`src/sv/lqs_pkg.sv`:
```
`timescale 1ns / 1ps
// ----------------------------------------------------------------------------
// lqs_pkg
// Shared types and constants for the linear queue with search.
// ----------------------------------------------------------------------------
package lqs_pkg;

    localparam int DEPTH      = 16;
    localparam int DATA_WIDTH = 32;
    localparam int IDX_W      = $clog2(DEPTH);
    localparam int CAP_W      = 5;
    localparam int STATUS_W   = 3;
    localparam int OP_W       = 2;
    localparam int ADDR_W     = 3;
    localparam int CMDQ_DEPTH = 2;
    localparam int CMDQ_PTR_W = $clog2(CMDQ_DEPTH);
    localparam int CMDQ_CNT_W = $clog2(CMDQ_DEPTH + 1);

    // register word index on the configuration port
    localparam logic REG_CAPACITY = 1'b0;
    localparam logic [CAP_W-1:0] CAPACITY_RESET = CAP_W'(DEPTH);

    typedef enum logic [OP_W-1:0] {
        OP_ENQUEUE = 2'd0,
        OP_DEQUEUE = 2'd1,
        OP_SEARCH  = 2'd2,
        OP_UNUSED  = 2'd3
    } t_op;

    typedef enum logic [STATUS_W-1:0] {
        ST_DONE      = 3'd0,
        ST_REJ_FULL  = 3'd1,
        ST_REJ_EMPTY = 3'd2,
        ST_FOUND     = 3'd3,
        ST_NOT_FOUND = 3'd4
    } t_status;

    typedef enum logic [1:0] {
        BK_IDLE,
        BK_SCAN,
        BK_FINISH
    } t_back_state;

    typedef struct packed {
        t_op                   op;
        logic [DATA_WIDTH-1:0] value;
    } t_cmd;

    // head of the command queue as seen by the back end
    typedef struct packed {
        logic valid;
        t_cmd cmd;
    } t_cmdq_head;

endpackage

```
`src/sv/lqs_ram.sv`:
```
`timescale 1ns / 1ps
// ----------------------------------------------------------------------------
// lqs_ram
// Generic single write port, single read port RAM with registered read data.
// ----------------------------------------------------------------------------
module lqs_ram #(
    parameter int WIDTH = 32,
    parameter int DEPTH = 16
) (
    input  logic                     i_clk,
    input  logic                     i_we,
    input  logic [$clog2(DEPTH)-1:0] i_waddr,
    input  logic [WIDTH-1:0]         i_wdata,
    input  logic [$clog2(DEPTH)-1:0] i_raddr,
    output logic [WIDTH-1:0]         o_rdata
);

    logic [WIDTH-1:0] r_mem [DEPTH];
    logic [WIDTH-1:0] r_rdata;

    always_ff @(posedge i_clk) begin
        if (i_we) begin
            r_mem[i_waddr] <= i_wdata;
        end
        r_rdata <= r_mem[i_raddr];
    end

    assign o_rdata = r_rdata;

endmodule

```
`src/sv/lqs_front.sv`:
```
`timescale 1ns / 1ps
// ----------------------------------------------------------------------------
// lqs_front
// Accepts command transactions, decodes the opcode and buffers commands in a
// short queue ahead of the back end.
// ----------------------------------------------------------------------------
module lqs_front (
    input  logic                          i_clk,
    input  logic                          i_rst_n,
    input  logic                          i_start,
    input  logic [lqs_pkg::OP_W-1:0]      i_opcode,
    input  logic [lqs_pkg::DATA_WIDTH-1:0] i_data_value,
    input  logic                          i_pop,
    output logic                          o_busy,
    output lqs_pkg::t_cmdq_head           o_head
);

    lqs_pkg::t_cmd                     r_q [lqs_pkg::CMDQ_DEPTH];
    logic [lqs_pkg::CMDQ_PTR_W-1:0]    r_wr_ptr, n_wr_ptr;
    logic [lqs_pkg::CMDQ_PTR_W-1:0]    r_rd_ptr, n_rd_ptr;
    logic [lqs_pkg::CMDQ_CNT_W-1:0]    r_count, n_count;
    logic                              push;
    logic                              pop;
    lqs_pkg::t_cmd                     new_cmd;

    assign o_busy = (r_count == lqs_pkg::CMDQ_CNT_W'(lqs_pkg::CMDQ_DEPTH));
    assign push   = i_start && !o_busy;
    assign pop    = i_pop && (r_count != '0);

    always_comb begin
        new_cmd.op    = lqs_pkg::t_op'(i_opcode);
        new_cmd.value = i_data_value;
    end

    always_comb begin
        n_wr_ptr = push ? r_wr_ptr + 1'b1 : r_wr_ptr;
        n_rd_ptr = pop ? r_rd_ptr + 1'b1 : r_rd_ptr;
        n_count  = r_count;
        if (push && !pop) begin
            n_count = r_count + 1'b1;
        end else if (pop && !push) begin
            n_count = r_count - 1'b1;
        end
    end

    always_ff @(posedge i_clk) begin
        if (!i_rst_n) begin
            r_wr_ptr <= '0;
            r_rd_ptr <= '0;
            r_count  <= '0;
        end else begin
            r_wr_ptr <= n_wr_ptr;
            r_rd_ptr <= n_rd_ptr;
            r_count  <= n_count;
        end
    end

    always_ff @(posedge i_clk) begin
        if (push) begin
            r_q[r_wr_ptr] <= new_cmd;
        end
    end

    always_comb begin
        o_head.valid = (r_count != '0);
        o_head.cmd   = r_q[r_rd_ptr];
    end

endmodule

```
`src/sv/lqs_back.sv`:
```
`timescale 1ns / 1ps
// ----------------------------------------------------------------------------
// lqs_back
// Executes queued commands against the slot store. Searches walk head..tail,
// one slot read per cycle; a match is held back one step so that the final
// match can carry the last flag.
// ----------------------------------------------------------------------------
module lqs_back (
    input  logic                            i_clk,
    input  logic                            i_rst_n,
    input  lqs_pkg::t_cmdq_head             i_head,
    input  logic [lqs_pkg::CAP_W-1:0]       i_usable,
    output logic                            o_pop,
    output logic                            o_strobe,
    output logic [lqs_pkg::STATUS_W-1:0]    o_status,
    output logic [lqs_pkg::IDX_W-1:0]       o_match_index,
    output logic                            o_is_last,
    output logic                            o_queue_empty,
    output logic                            o_queue_full
);

    lqs_pkg::t_back_state r_state, n_state;

    logic [lqs_pkg::IDX_W-1:0]      r_head, n_head;
    logic [lqs_pkg::IDX_W-1:0]      r_tail, n_tail;
    logic                           r_holds, n_holds;

    logic [lqs_pkg::IDX_W-1:0]      r_addr, n_addr;
    logic                           r_issue_done, n_issue_done;
    logic [lqs_pkg::DATA_WIDTH-1:0] r_key, n_key;
    logic                           r_cmp_valid, n_cmp_valid;
    logic [lqs_pkg::IDX_W-1:0]      r_cmp_idx, n_cmp_idx;
    logic                           r_cmp_last, n_cmp_last;
    logic                           r_pend_valid, n_pend_valid;
    logic [lqs_pkg::IDX_W-1:0]      r_pend_idx, n_pend_idx;

    logic                           r_out_valid, n_out_valid;
    lqs_pkg::t_status               r_status, n_status;
    logic [lqs_pkg::IDX_W-1:0]      r_index, n_index;
    logic                           r_is_last, n_is_last;
    logic                           r_empty, n_empty;
    logic                           r_full, n_full;

    logic                           ram_we;
    logic [lqs_pkg::IDX_W-1:0]      ram_waddr;
    logic [lqs_pkg::IDX_W-1:0]      ram_raddr;
    logic [lqs_pkg::DATA_WIDTH-1:0] ram_rdata;
    logic                           full_now;
    logic                           hit;

    lqs_ram #(
        .WIDTH (lqs_pkg::DATA_WIDTH),
        .DEPTH (lqs_pkg::DEPTH)
    ) u_slots (
        .i_clk   (i_clk),
        .i_we    (ram_we),
        .i_waddr (ram_waddr),
        .i_wdata (i_head.cmd.value),
        .i_raddr (ram_raddr),
        .o_rdata (ram_rdata)
    );

    assign o_pop    = (r_state == lqs_pkg::BK_IDLE) && i_head.valid;
    assign full_now = r_holds &&
                      ((lqs_pkg::CAP_W'(r_tail) + 1'b1) >= i_usable);
    assign hit      = r_cmp_valid && (ram_rdata == r_key);

    // next state
    always_comb begin
        n_state = r_state;
        case (r_state)
            lqs_pkg::BK_IDLE: begin
                if (o_pop && (i_head.cmd.op == lqs_pkg::OP_SEARCH) && r_holds) begin
                    n_state = lqs_pkg::BK_SCAN;
                end
            end
            lqs_pkg::BK_SCAN: begin
                if (r_cmp_valid && r_cmp_last) begin
                    n_state = lqs_pkg::BK_FINISH;
                end
            end
            lqs_pkg::BK_FINISH: begin
                n_state = lqs_pkg::BK_IDLE;
            end
            default: begin
                n_state = lqs_pkg::BK_IDLE;
            end
        endcase
    end

    // datapath and results
    always_comb begin
        n_head       = r_head;
        n_tail       = r_tail;
        n_holds      = r_holds;
        n_addr       = r_addr;
        n_issue_done = r_issue_done;
        n_key        = r_key;
        n_cmp_valid  = 1'b0;
        n_cmp_idx    = r_cmp_idx;
        n_cmp_last   = r_cmp_last;
        n_pend_valid = r_pend_valid;
        n_pend_idx   = r_pend_idx;
        n_out_valid  = 1'b0;
        n_status     = lqs_pkg::ST_DONE;
        n_index      = '0;
        n_is_last    = 1'b1;
        ram_we       = 1'b0;
        ram_waddr    = '0;
        ram_raddr    = r_addr;

        case (r_state)
            lqs_pkg::BK_IDLE: begin
                if (o_pop) begin
                    n_out_valid = 1'b1;
                    case (i_head.cmd.op)
                        lqs_pkg::OP_ENQUEUE: begin
                            if (!r_holds) begin
                                n_head    = '0;
                                n_tail    = '0;
                                n_holds   = 1'b1;
                                ram_we    = 1'b1;
                                ram_waddr = '0;
                            end else if (full_now) begin
                                n_status = lqs_pkg::ST_REJ_FULL;
                            end else begin
                                n_tail    = r_tail + 1'b1;
                                ram_we    = 1'b1;
                                ram_waddr = r_tail + 1'b1;
                            end
                        end
                        lqs_pkg::OP_DEQUEUE: begin
                            if (!r_holds) begin
                                n_status = lqs_pkg::ST_REJ_EMPTY;
                            end else if (r_head == r_tail) begin
                                n_holds = 1'b0;
                                n_head  = '0;
                                n_tail  = '0;
                            end else begin
                                n_head = r_head + 1'b1;
                            end
                        end
                        lqs_pkg::OP_SEARCH: begin
                            if (!r_holds) begin
                                n_status = lqs_pkg::ST_NOT_FOUND;
                            end else begin
                                // results come from the scan instead
                                n_out_valid  = 1'b0;
                                n_addr       = r_head;
                                n_issue_done = 1'b0;
                                n_key        = i_head.cmd.value;
                                n_pend_valid = 1'b0;
                            end
                        end
                        default: begin
                            n_status = lqs_pkg::ST_DONE;
                        end
                    endcase
                end
            end
            lqs_pkg::BK_SCAN: begin
                // read side: one slot per cycle, data returns next cycle
                if (!r_issue_done) begin
                    n_cmp_valid  = 1'b1;
                    n_cmp_idx    = r_addr;
                    n_cmp_last   = (r_addr == r_tail);
                    n_issue_done = (r_addr == r_tail);
                    n_addr       = r_addr + 1'b1;
                end
                // compare side: the previous match is now known not to be last
                if (hit) begin
                    if (r_pend_valid) begin
                        n_out_valid = 1'b1;
                        n_status    = lqs_pkg::ST_FOUND;
                        n_index     = r_pend_idx;
                        n_is_last   = 1'b0;
                    end
                    n_pend_valid = 1'b1;
                    n_pend_idx   = r_cmp_idx;
                end
            end
            lqs_pkg::BK_FINISH: begin
                n_out_valid = 1'b1;
                if (r_pend_valid) begin
                    n_status = lqs_pkg::ST_FOUND;
                    n_index  = r_pend_idx;
                end else begin
                    n_status = lqs_pkg::ST_NOT_FOUND;
                end
            end
            default: begin
                n_out_valid = 1'b0;
            end
        endcase

        n_empty = !n_holds;
        n_full  = n_holds && ((lqs_pkg::CAP_W'(n_tail) + 1'b1) >= i_usable);
    end

    always_ff @(posedge i_clk) begin
        if (!i_rst_n) begin
            r_state      <= lqs_pkg::BK_IDLE;
            r_head       <= '0;
            r_tail       <= '0;
            r_holds      <= 1'b0;
            r_issue_done <= 1'b1;
            r_cmp_valid  <= 1'b0;
            r_pend_valid <= 1'b0;
            r_out_valid  <= 1'b0;
        end else begin
            r_state      <= n_state;
            r_head       <= n_head;
            r_tail       <= n_tail;
            r_holds      <= n_holds;
            r_issue_done <= n_issue_done;
            r_cmp_valid  <= n_cmp_valid;
            r_pend_valid <= n_pend_valid;
            r_out_valid  <= n_out_valid;
        end
    end

    always_ff @(posedge i_clk) begin
        r_addr     <= n_addr;
        r_key      <= n_key;
        r_cmp_idx  <= n_cmp_idx;
        r_cmp_last <= n_cmp_last;
        r_pend_idx <= n_pend_idx;
        r_status   <= n_status;
        r_index    <= n_index;
        r_is_last  <= n_is_last;
        r_empty    <= n_empty;
        r_full     <= n_full;
    end

    assign o_strobe      = r_out_valid;
    assign o_status      = r_status;
    assign o_match_index = r_index;
    assign o_is_last     = r_is_last;
    assign o_queue_empty = r_empty;
    assign o_queue_full  = r_full;

endmodule

```
`src/sv/linear_queue_with_search.sv`:
```
`timescale 1ns / 1ps
// Results: enqueue, dequeue and searches of an empty queue give one registered result
//   each once the command leaves the command queue; a search gives its results as it
//   scans head to tail, one slot compared per cycle through the slot RAM read port.
// Throughput: one command per cycle for single-result commands; searches are bound
//   by the slot scan. A two-entry command queue lets start be taken during a scan.
// Reset (synchronous, active low) empties the queue and sets capacity to 16.
// ----------------------------------------------------------------------------
// linear_queue_with_search
// Linear array queue with head/tail slots and a value search, with an APB
// configuration register for the usable capacity.
// ----------------------------------------------------------------------------
module linear_queue_with_search (
    input  logic                             i_clk,
    input  logic                             i_rst_n,
    input  logic                             start,
    output logic                             busy,
    input  logic [lqs_pkg::OP_W-1:0]         i_opcode,
    input  logic signed [lqs_pkg::DATA_WIDTH-1:0] i_data_value,
    input  logic                             psel,
    input  logic                             penable,
    input  logic                             pwrite,
    input  logic [lqs_pkg::ADDR_W-1:0]       paddr,
    input  logic [31:0]                      pwdata,
    output logic [31:0]                      prdata,
    output logic                             pready,
    output logic                             o_strobe,
    output logic [lqs_pkg::STATUS_W-1:0]     o_status,
    output logic [lqs_pkg::IDX_W-1:0]        o_match_index,
    output logic                             o_is_last,
    output logic                             o_queue_empty,
    output logic                             o_queue_full
);

    logic [lqs_pkg::CAP_W-1:0] r_capacity;
    logic [lqs_pkg::CAP_W-1:0] usable;
    logic                      cap_sel;
    lqs_pkg::t_cmdq_head       cmdq_head;
    logic                      cmd_pop;

    assign pready  = 1'b1;
    assign cap_sel = (paddr[lqs_pkg::ADDR_W-1] == lqs_pkg::REG_CAPACITY);

    always_ff @(posedge i_clk) begin
        if (!i_rst_n) begin
            r_capacity <= lqs_pkg::CAPACITY_RESET;
        end else if (psel && penable && pwrite && cap_sel) begin
            r_capacity <= pwdata[lqs_pkg::CAP_W-1:0];
        end
    end

    assign prdata = cap_sel ? {{(32 - lqs_pkg::CAP_W){1'b0}}, r_capacity} : '0;

    // zero acts as one slot, anything above the built depth as the depth
    always_comb begin
        if (r_capacity == '0) begin
            usable = lqs_pkg::CAP_W'(1);
        end else if (r_capacity > lqs_pkg::CAP_W'(lqs_pkg::DEPTH)) begin
            usable = lqs_pkg::CAP_W'(lqs_pkg::DEPTH);
        end else begin
            usable = r_capacity;
        end
    end

    lqs_front u_front (
        .i_clk        (i_clk),
        .i_rst_n      (i_rst_n),
        .i_start      (start),
        .i_opcode     (i_opcode),
        .i_data_value (i_data_value),
        .i_pop        (cmd_pop),
        .o_busy       (busy),
        .o_head       (cmdq_head)
    );

    lqs_back u_back (
        .i_clk         (i_clk),
        .i_rst_n       (i_rst_n),
        .i_head        (cmdq_head),
        .i_usable      (usable),
        .o_pop         (cmd_pop),
        .o_strobe      (o_strobe),
        .o_status      (o_status),
        .o_match_index (o_match_index),
        .o_is_last     (o_is_last),
        .o_queue_empty (o_queue_empty),
        .o_queue_full  (o_queue_full)
    );

endmodule

```
`config.mk`:
```
export PLATFORM = sky130hd
export DESIGN_NAME = linear_queue_with_search
export DESIGN_NICKNAME = d
export VERILOG_FILES = /design/src/sv/lqs_pkg.sv /design/src/sv/lqs_ram.sv /design/src/sv/lqs_front.sv /design/src/sv/lqs_back.sv /design/src/sv/linear_queue_with_search.sv
export SDC_FILE = /design/constraint.sdc
export NUM_CORES = 1
export LEC_CHECK = 0
export ABC_CLOCK_PERIOD_IN_PS = 5600
export BUFFER_PORTS_ARGS = -buffer_cell sky130_fd_sc_hd__buf_4
export CAP_MARGIN = 20
export CORE_MARGIN = 2
export CORE_UTILIZATION = 30
export DETAILED_ROUTE_END_ITERATION = 8
export PLACE_DENSITY_LB_ADDON = 0.1
export SETUP_SLACK_MARGIN = 0.1
export SYNTH_ARGS = -nofsm -noshare
export SYNTH_HDL_FRONTEND = slang
export SYNTH_SLANG_ARGS = --single-unit
```
`constraint.sdc`:
```
create_clock -name i_clk -period 5.6 [get_ports i_clk]
set_clock_uncertainty 0.05 [all_clocks]
set_input_delay 0.56 -clock i_clk [delete_from_list [all_inputs] [get_ports i_clk]]
set_output_delay 0.56 -clock i_clk [all_outputs]
set_load 0.01 [all_outputs]
```
==> results of run 1 <==
==> layout make-up <==
cell class	instances	area (µm²)	share of cell area
Clock inverter	33	380.4	0.01218
Sequential cell	692	20110	0.6438
Timing Repair Buffer	99	805.8	0.02580
Multi-Input combinational cell	490	6113	0.1957
Tap cell	1165	1458	0.04666
Inverter	20	75.07	0.002403
Clock buffer	115	2295	0.07346
==> cell families (layout without fill, tap and decap cells) <==
group	count (synthesis)	in the layout	synth area share
AO/OA/AOI/OAI	61	61	0.01803
buffers and inverters	98	267	0.01902
other	2	28	0.0002833
AND/OR/NAND/NOR	134	134	0.02648
adder cells (fa/ha/maj)	20	20	0.009441
multiplexers	199	199	0.1522
flip-flops	692	692	0.7587
XOR/XNOR	48	48	0.01586
==> sequential cells by signal (all words and copies together) (netlist names), 2 cells and up, named ones only <==
name,cells
u_front.r_count,2
u_back.r_cmp_idx,4
u_back.r_state,2
u_back.o_match_index,4
u_front.r_q,68
u_back.r_addr,4
u_back.r_key,32
u_back.u_slots.o_rdata,32
u_back.u_slots.r_mem,512
u_back.r_tail,4
r_capacity,5
u_back.r_pend_idx,4
u_back.o_status,3
u_back.r_head,4
==> path summary, 6_finish.rpt <==
| check | startpoint | endpoint | slack (ns) | cells after the start |
|---|---|---|---|---|
| hold reg to reg | u_back.r_cmp_idx[3]$_DFFE_PP_ | u_back.r_pend_idx[3]$_DFFE_PP_ | 0.37 | 0 |
| hold / removal | i_data_value[20] | u_front.r_q[1][20]$_DFFE_PP_ | 0.06 | 1 |
| setup / recovery | u_back.r_tail[0]$_SDFF_PN0_ | u_back.o_queue_full$_DFF_P_ | 0.81 | 17 |
| setup reg to reg | u_back.r_tail[0]$_SDFF_PN0_ | u_back.o_queue_full$_DFF_P_ | 0.81 | 17 |
==> synthesized netlist by cell type, drive strengths merged (3+ instances only) <==
cell,number
nand2,23
nor3,8
and3,3
inv,20
mux2,33
a21oi,17
nand4,5
mux2i,6
xnor2,10
nor2b,8
xor2,38
ha,20
buf,56
mux4,160
clkbuf,22
edfxtp,625
nor4,9
nand3,6
nor3b,3
dfxtp,67
o211ai,6
o21ai,7
nor2,43
nand2b,10
a21o,7
o21a,3
and4b,3
and2,6
==> worst max-delay path, delay by kind of cell, from the launching register on <==
kind	cells	cell delay (ns)
AOI/OAI and AO/OA	8	1.76
xor gates and xnor gates	1	0.53
adders and majority gates	5	1.52
buffers and inverters	1	0.23
DFF	1	0.41
and+or+nand+nor	2	0.16
==> report_power, final <==
part / switching, W / internal (W)
Clock: 0.00207 / 0.00317
Sequential: 0.0000862 / 0.00614
Combinational: 0.000707 / 0.000307
==> metrics by stage <==
| step | area [µm²] | hold WS, ns | cells | utilization |
|---|---|---|---|---|
| 5_1_grt | 31240 | 0.02413 | 2614 | 0.3551 |
| 4_1_cts | 31240 | 0.01838 | 2614 | 0.3551 |
| 3_5_place_dp | 28560 | 0.3581 | 2466 | 0.3247 |
| 2_1_floorplan | 26610 | 0.3503 | 1280 | - |
| 6_report | 31240 | 0.06432 | 2614 | 0.3551 |
| 3_3_place_gp | 28560 | 0.3547 | 2466 | 0.3247 |
==> per-layer routing <==
metal	up-vias	global-route usage
met5	-	0
met4	0	0.03719
met3	86	0.02341
met2	202	0.2348
met1	6454	0.1920
li1	5315	-
==> key figures, run 1 <==
STA
  – Fmax: 208.7 MHz
  – Unrepaired setup endpoints after global routing: false
  – Setup TNS: 0 ns
  – Setup WS post-layout: 0.8089 ns
  – Hold Fails Final Rpt: 0
  – Final min period: 4.791 ns
  – Worst rel slew slack: 0.3402
  – Setup violators final: 0
  – Final slew viol count: 0
  – Final Cycle Share: 0.8556
  – Worst-Margin Slew: around 1 ns

Route
  – WL final: roughly 63 mm
  – Top Metal Used: met4
  – Via count: around 12000
  – Vias/cell: 4.612
  – Drt wl/cell: around 24 µm
  – Post-route ant nets: 0
  – Routed met3 length: 2.084 mm
  – Iter 0 DRT Violations: 683
  – DRT met1 WL: 28.58 mm
  – DRC: 0
  – Met2 wire length: 30.87 mm
  – DRT Pass-1 Iters: 4

Critical path
  – WP data required: just over 6 ns
  – Largest stage delay, worst path: about 0.53 ns
  – Worst Setup End Kind: flip-flop
  – Slowest CP cell: xnor2_1
  – Worst EP arrival: 5.23 ns
  – Critical path launch point type: flip-flop
  – Crit Path Category: flip-flop to flip-flop
  – Worst-path maximum fanout: 7
  – Cell mode on critical path: ha_1
  – CP Cell Sequence: ha_1, xnor2_1, inv_1, ha_1, a21o_1, a31oi_2, o21ai_0, nand2_1, ha_1, o2bb2ai_1, ha_1, ha_1, a21o_1, a21o_1, a21o_1, a21oi_1, nor2_1

Synth
  – Post-synth top area cell: edfxtp_1
  – Number of synthesized flops with an enable pin: ~630
  – Cells after Synth: 1254
  – Seq/Total Area, Yosys: 0.7586
  – Synth warnings: 0
  – Avg Cell Area, Syn: 21.14 µm²
  – Synth top area share: 0.7080
  – Netlist cell types: 62
  – Top post-synthesis cells by area: edfxtp_1 71%, mux4_2 14%, dfxtp_1 5.1%
  – Mapped cell area: between 20000 and 30000 µm²
  – Ys flop type: edfxtp_1
  – Post-synth ARST share: 0
  – Seq cells post-synth: 692

Job
  – Max cap viols: 0

Clocking
  – CTS Buf Count: 80
  – CTS tree: built
  – Postcts setup bufs: 0
  – H-tree levels: 3
  – CTS clock-pin slew for the worst setup and hold paths: 0.06 ns
  – CTS Buffer Depth: 3
  – CTS root buf: clkbuf_16
  – CTS sink count: between 600 and 700
  – Hold_buf cts: 0
  – Post-cts repair resize count: 0
  – Clock latency at the later pin of the worst-skew pair: 0.63 ns

Pwr
  – Total power after layout: 0.01249 W
  – Max VDD drop: slightly above 200 µV
  – P per Cell Area: 399.8 nW/µm²
  – Leak pwr: a little over 10 nW

Floorplan
  – Die height: between 300 and 400 µm
  – Starting Density: 0.3013
  – CORE AREA: 87970 µm²
  – Die area: 90750 µm²
  – IO Count: 120
  – Row cnt: roughly 110
  – Die Wd: 301.2 µm

Placement
  – Port Buffers: 62
  – Post-DP HPWL: 34.55 mm
  – Post-place setup slack: 0.8647 ns
  – GPL Wtd Cong: 0.7317

Hold path
  – Worst hold path class: input pin to flip-flop

Global routing
  – First-pass GRT wire length: 91.83 mm
  – GRT Total Usage: 0.1412
  – Largest net degree at the start of global routing: 107
  – Vias in the first global route: 13050
  – Initial antenna violation count: 0
  – Overflow after GRT: 0

Cells and area
  – Most common cell after layout, fill and taps aside: edfxtp_1
  – NumNets Final: 1478
  – # diodes: 0
  – Layout fillers: 8122
  – Share of layout cells above drive strength 1: 0.3043
  – Area grow syn2layout: 17.85%
  – Commonest cells after routing, fill and taps aside: 625 x edfxtp_1, 160 x mux4_2, 94 x buf_4, 81 x clkbuf_16, 66 x dfxtp_1

Outcome
  – Status: finished, final reports clean
(Power assumes the default switching activity.)
==> inputs of run 2 (changes only) <==
--- a/config.mk
+++ b/config.mk
@@ -8,8 +8,10 @@
 export ABC_CLOCK_PERIOD_IN_PS = 5600
 export BUFFER_PORTS_ARGS = -buffer_cell sky130_fd_sc_hd__buf_4
 export CAP_MARGIN = 20
+export CORE_ASPECT_RATIO = 0.9
 export CORE_MARGIN = 2
 export CORE_UTILIZATION = 30
+export CTS_CLUSTER_DIAMETER = 100
 export DETAILED_ROUTE_END_ITERATION = 8
 export PLACE_DENSITY_LB_ADDON = 0.1
 export SETUP_SLACK_MARGIN = 0.1
==> constraint.sdc (replaced) <==
create_clock -name i_clk -period 5.6 [get_ports i_clk]
set_clock_uncertainty 0.05 [all_clocks]
set_input_delay 1.12 -clock i_clk [delete_from_list [all_inputs] [get_ports i_clk]]
set_output_delay 1.12 -clock i_clk [all_outputs]
set_load 0.01 [all_outputs]
==> run 2 against run 1 <==
Net effect:
- largest power group unchanged
- design area decreased by 0.44%
- die area barely moved
- sequential share of layout area is 0.29 points higher
- sequential power hardly changed
- global-route usage shrank 0.097 points
- core utilization barely moved
- combinational power barely moved
- clock-buffer cell count fell by 9
- critical endpoint unchanged
- fmax is 0.93% higher
- power shrank 1.8%
==> key figures, run 2 (synthesized netlist as in run 1, its figures left out) <==
STA
  – Unrepaired setup endpoints after global routing: false (unchanged)
  – Hold Fails Final Rpt: 0 (unchanged)
  – Setup violators final: 0 (unchanged)
  – Final slew viol count: 0 (unchanged)
  – Final min period: 4.747 ns (was 4.791 ns)
  – Setup WS post-layout: 0.8530 ns (was 0.8089 ns)
  – Fmax: 210.7 MHz (was 208.7 MHz)
  – Worst-Margin Slew: 1.051 ns (was 0.9896 ns)
  – Final Cycle Share: 0.8477 (was 0.8556)
  – Worst rel slew slack: 0.2929 (was 0.3402)

Cells and area
  – Largest register FFs: 512 (unchanged)
  – Biggest registers after layout: u_back.u_slots.r_mem x512, u_front.r_q x68 (unchanged)
  – Largest Register: u_back.u_slots.r_mem (unchanged)
  – Share of layout cells above drive strength 1: 0.2983 (was 0.3043)
  – Final non-filler cell total: 2590 (was 2614)
  – Layout fillers: 8159 (was 8122)
  – Commonest cells after routing, fill and taps aside: 625 x edfxtp_1, 160 x mux4_2, 80 x buf_4, 79 x clkbuf_16, 66 x dfxtp_1 (was 625 x edfxtp_1, 160 x mux4_2, 94 x buf_4, 81 x clkbuf_16, 66 x dfxtp_1)
  – # diodes: 0 (unchanged)
  – Most common cell after layout, fill and taps aside: edfxtp_1 (unchanged)
  – Area grow syn2layout: 17.32% (was 17.85%)
  – Finished Core Util: 0.3549 (was 0.3551)
  – NumNets Final: 1467 (was 1478)

Floorplan
  – CORE AREA: 87630 µm² (was 87970 µm²)
  – Die area: 90750 µm² (about the same)
  – IO Count: 120 (unchanged)
  – Starting Density: 0.3025 (was 0.3013)
  – Die height: 286.0 µm (was 301.2 µm)
  – Die Wd: 317.3 µm (was 301.2 µm)
  – Row cnt: 103 (was 109)

Route
  – DRT Pass-1 Iters: 4 (unchanged)
  – Via count: 12070 (was 12060)
  – Drt wl/cell: 24.18 µm (was 24.06 µm)
  – Post-route ant nets: 0 (unchanged)
  – WL final: 62.62 mm (was 62.90 mm)
  – Vias/cell: 4.659 (was 4.612)
  – DRC: 0 (unchanged)
  – Iter 0 DRT Violations: 856 (was 683)

Pwr
  – Leak pwr: 10.01 nW (was 10.12 nW)
  – Total power after layout: 0.01226 W (was 0.01249 W)
  – P per Cell Area: 394.2 nW/µm² (was 399.8 nW/µm²)
  – Max VDD drop: 216.6 µV (was 206.3 µV)

Critical path
  – CP startpoint: u_back.r_tail[0]$_SDFF_PN0_ (unchanged)
  – Worst EP arrival: 5.20 ns (was 5.23 ns)
  – Critical R2R Launch: u_back.r_tail[0]$_SDFF_PN0_ (unchanged)
  – Worst-path maximum fanout: 7 (unchanged)
  – FF-to-FF setup slack: 0.85 ns (was 0.81 ns)
  – Worst Setup End Kind: flip-flop (unchanged)
  – Critical path launch point type: flip-flop (unchanged)
  – Cell mode on critical path: ha_1 (unchanged)
  – Worst R2R End: u_back.o_queue_full$_DFF_P_ (unchanged)
  – WP data required: 6.05 ns (was 6.04 ns)
  – Worst R2R Path Depth: 17 (unchanged)
  – Slowest CP cell: xnor2_1 (unchanged)
  – Crit Path Category: flip-flop to flip-flop (unchanged)
  – CP Cell Sequence: ha_1, xnor2_1, inv_1, ha_1, a21o_1, a31oi_2, o21ai_0, nand2_1, ha_1, o2bb2ai_1, ha_1, ha_1, a21o_1, a21o_1, a21o_1, a21oi_1, nor2_1 (unchanged)
  – Largest stage delay, worst path: 0.58 ns (was 0.53 ns)

Clocking
  – CTS tree: built (unchanged)
  – CTS clock-pin slew for the worst setup and hold paths: 0.06 ns (about the same)
  – CTS Buf Count: 77 (was 80)
  – CTS root buf: clkbuf_16 (unchanged)
  – CTS sink count: 692 (unchanged)
  – CTS Buffer Depth: 3 (unchanged)
  – H-tree levels: 3 (unchanged)
  – Hold_buf cts: 0 (unchanged)
  – Postcts setup bufs: 0 (unchanged)
  – Post-cts repair resize count: 0 (unchanged)
  – Clock latency at the later pin of the worst-skew pair: 0.63 ns (about the same)

Global routing
  – Initial antenna violation count: 0 (unchanged)
  – Largest net degree at the start of global routing: 131 (was 107)
  – Overflow after GRT: 0 (unchanged)
  – GRT Total Usage: 0.1402 (was 0.1412)
  – Vias in the first global route: 12750 (was 13050)
  – First-pass GRT wire length: 90.95 mm (was 91.83 mm)

Hold path
  – Hold endpoint: u_back.r_pend_idx[3]$_DFFE_PP_ (was u_front.r_q[1][20]$_DFFE_PP_)
  – Worst hold path class: flip-flop to flip-flop (was input pin to flip-flop)
  – Hold Path Depth: 0 (was 1)
  – Hold path start: u_back.r_cmp_idx[3]$_DFFE_PP_ (was i_data_value[20])

Placement
  – Post-place setup slack: 0.9155 ns (was 0.8647 ns)
  – Placed cell count: 2448 (was 2466)
  – Post-DP HPWL: 31.63 mm (was 34.55 mm)
  – GPL Wtd Cong: 0.7480 (was 0.7317)
  – Port Buffers: 62 (unchanged)

Job
  – Max cap viols: 0 (unchanged)

Outcome
  – Status: finished, final reports clean (unchanged)
run 2: power breakdown:
| group | switching (W) | total, W | internal, W | leakage [nW] |
|---|---|---|---|---|
| registers | 0.0000908 | 0.00623 | 0.00614 | 6.20 |
| logic | 0.000700 | 0.00101 | 0.000309 | 2.58 |
| clock network | 0.00207 | 0.00502 | 0.00295 | 1.23 |
| total | 0.00286 | 0.0123 | 0.00939 | 10.0 |
run 2: how the worst max path moves through the flow:
stage	to	cells past startpoint
6_report	u_back.o_queue_full$_DFF_P_	17
3_5_place_dp	u_back.o_queue_full$_DFF_P_	17
2_1_floorplan	u_back.u_slots.r_mem[12][0]$_DFFE_PP_	11
4_1_cts	u_back.o_queue_full$_DFF_P_	17
5_1_grt	u_back.o_queue_full$_DFF_P_	17
3_3_place_gp	u_back.o_queue_full$_DFF_P_	17
run 2: per-stage QoR:
stage	TNS (ns)	area, µm²	hold slack, ns
finish	0	31100	0.3672
global route	0	31100	0.3842
floorplan	-31.45	26610	0.3503
CTS	0	31100	0.3685
detailed placement	0	28560	0.3545
global placement	0	28560	0.3572
run 2: routing by layer:
layer / part of all wire / global-route usage / up-vias
li1: - / - / 5285
met1: 0.48 / 0.2002 / 6504
met2: 0.47 / 0.2211 / 190
met3: 0.027 / 0.02095 / 87
met4: 0.024 / 0.04261 / 0
met5: 0 / 0 / -
run 2: area by class of cell:
class                      count  area, µm²  share of cell area
multi-input combinational    490       6113              0.1966
tap                         1155       1445             0.04647
timing repair buffer          91      820.8             0.02639
clock buffer                 106       2158             0.06940
inverter                      20      75.07            0.002414
clock inverter                36      375.4             0.01207
sequential                   692      20110              0.6467
run 2: critical path, delay by kind of cell (launching register included):
| family | cells | cell delay (ns) |
|---|---|---|
| adder cells (fa/ha/maj) | 5 | 1.49 |
| AO/OA/AOI/OAI | 8 | 1.66 |
| flip-flops | 1 | 0.40 |
| XOR/XNOR | 1 | 0.58 |
| buffers and inverters | 1 | 0.27 |
| AND/OR/NAND/NOR | 2 | 0.17 |
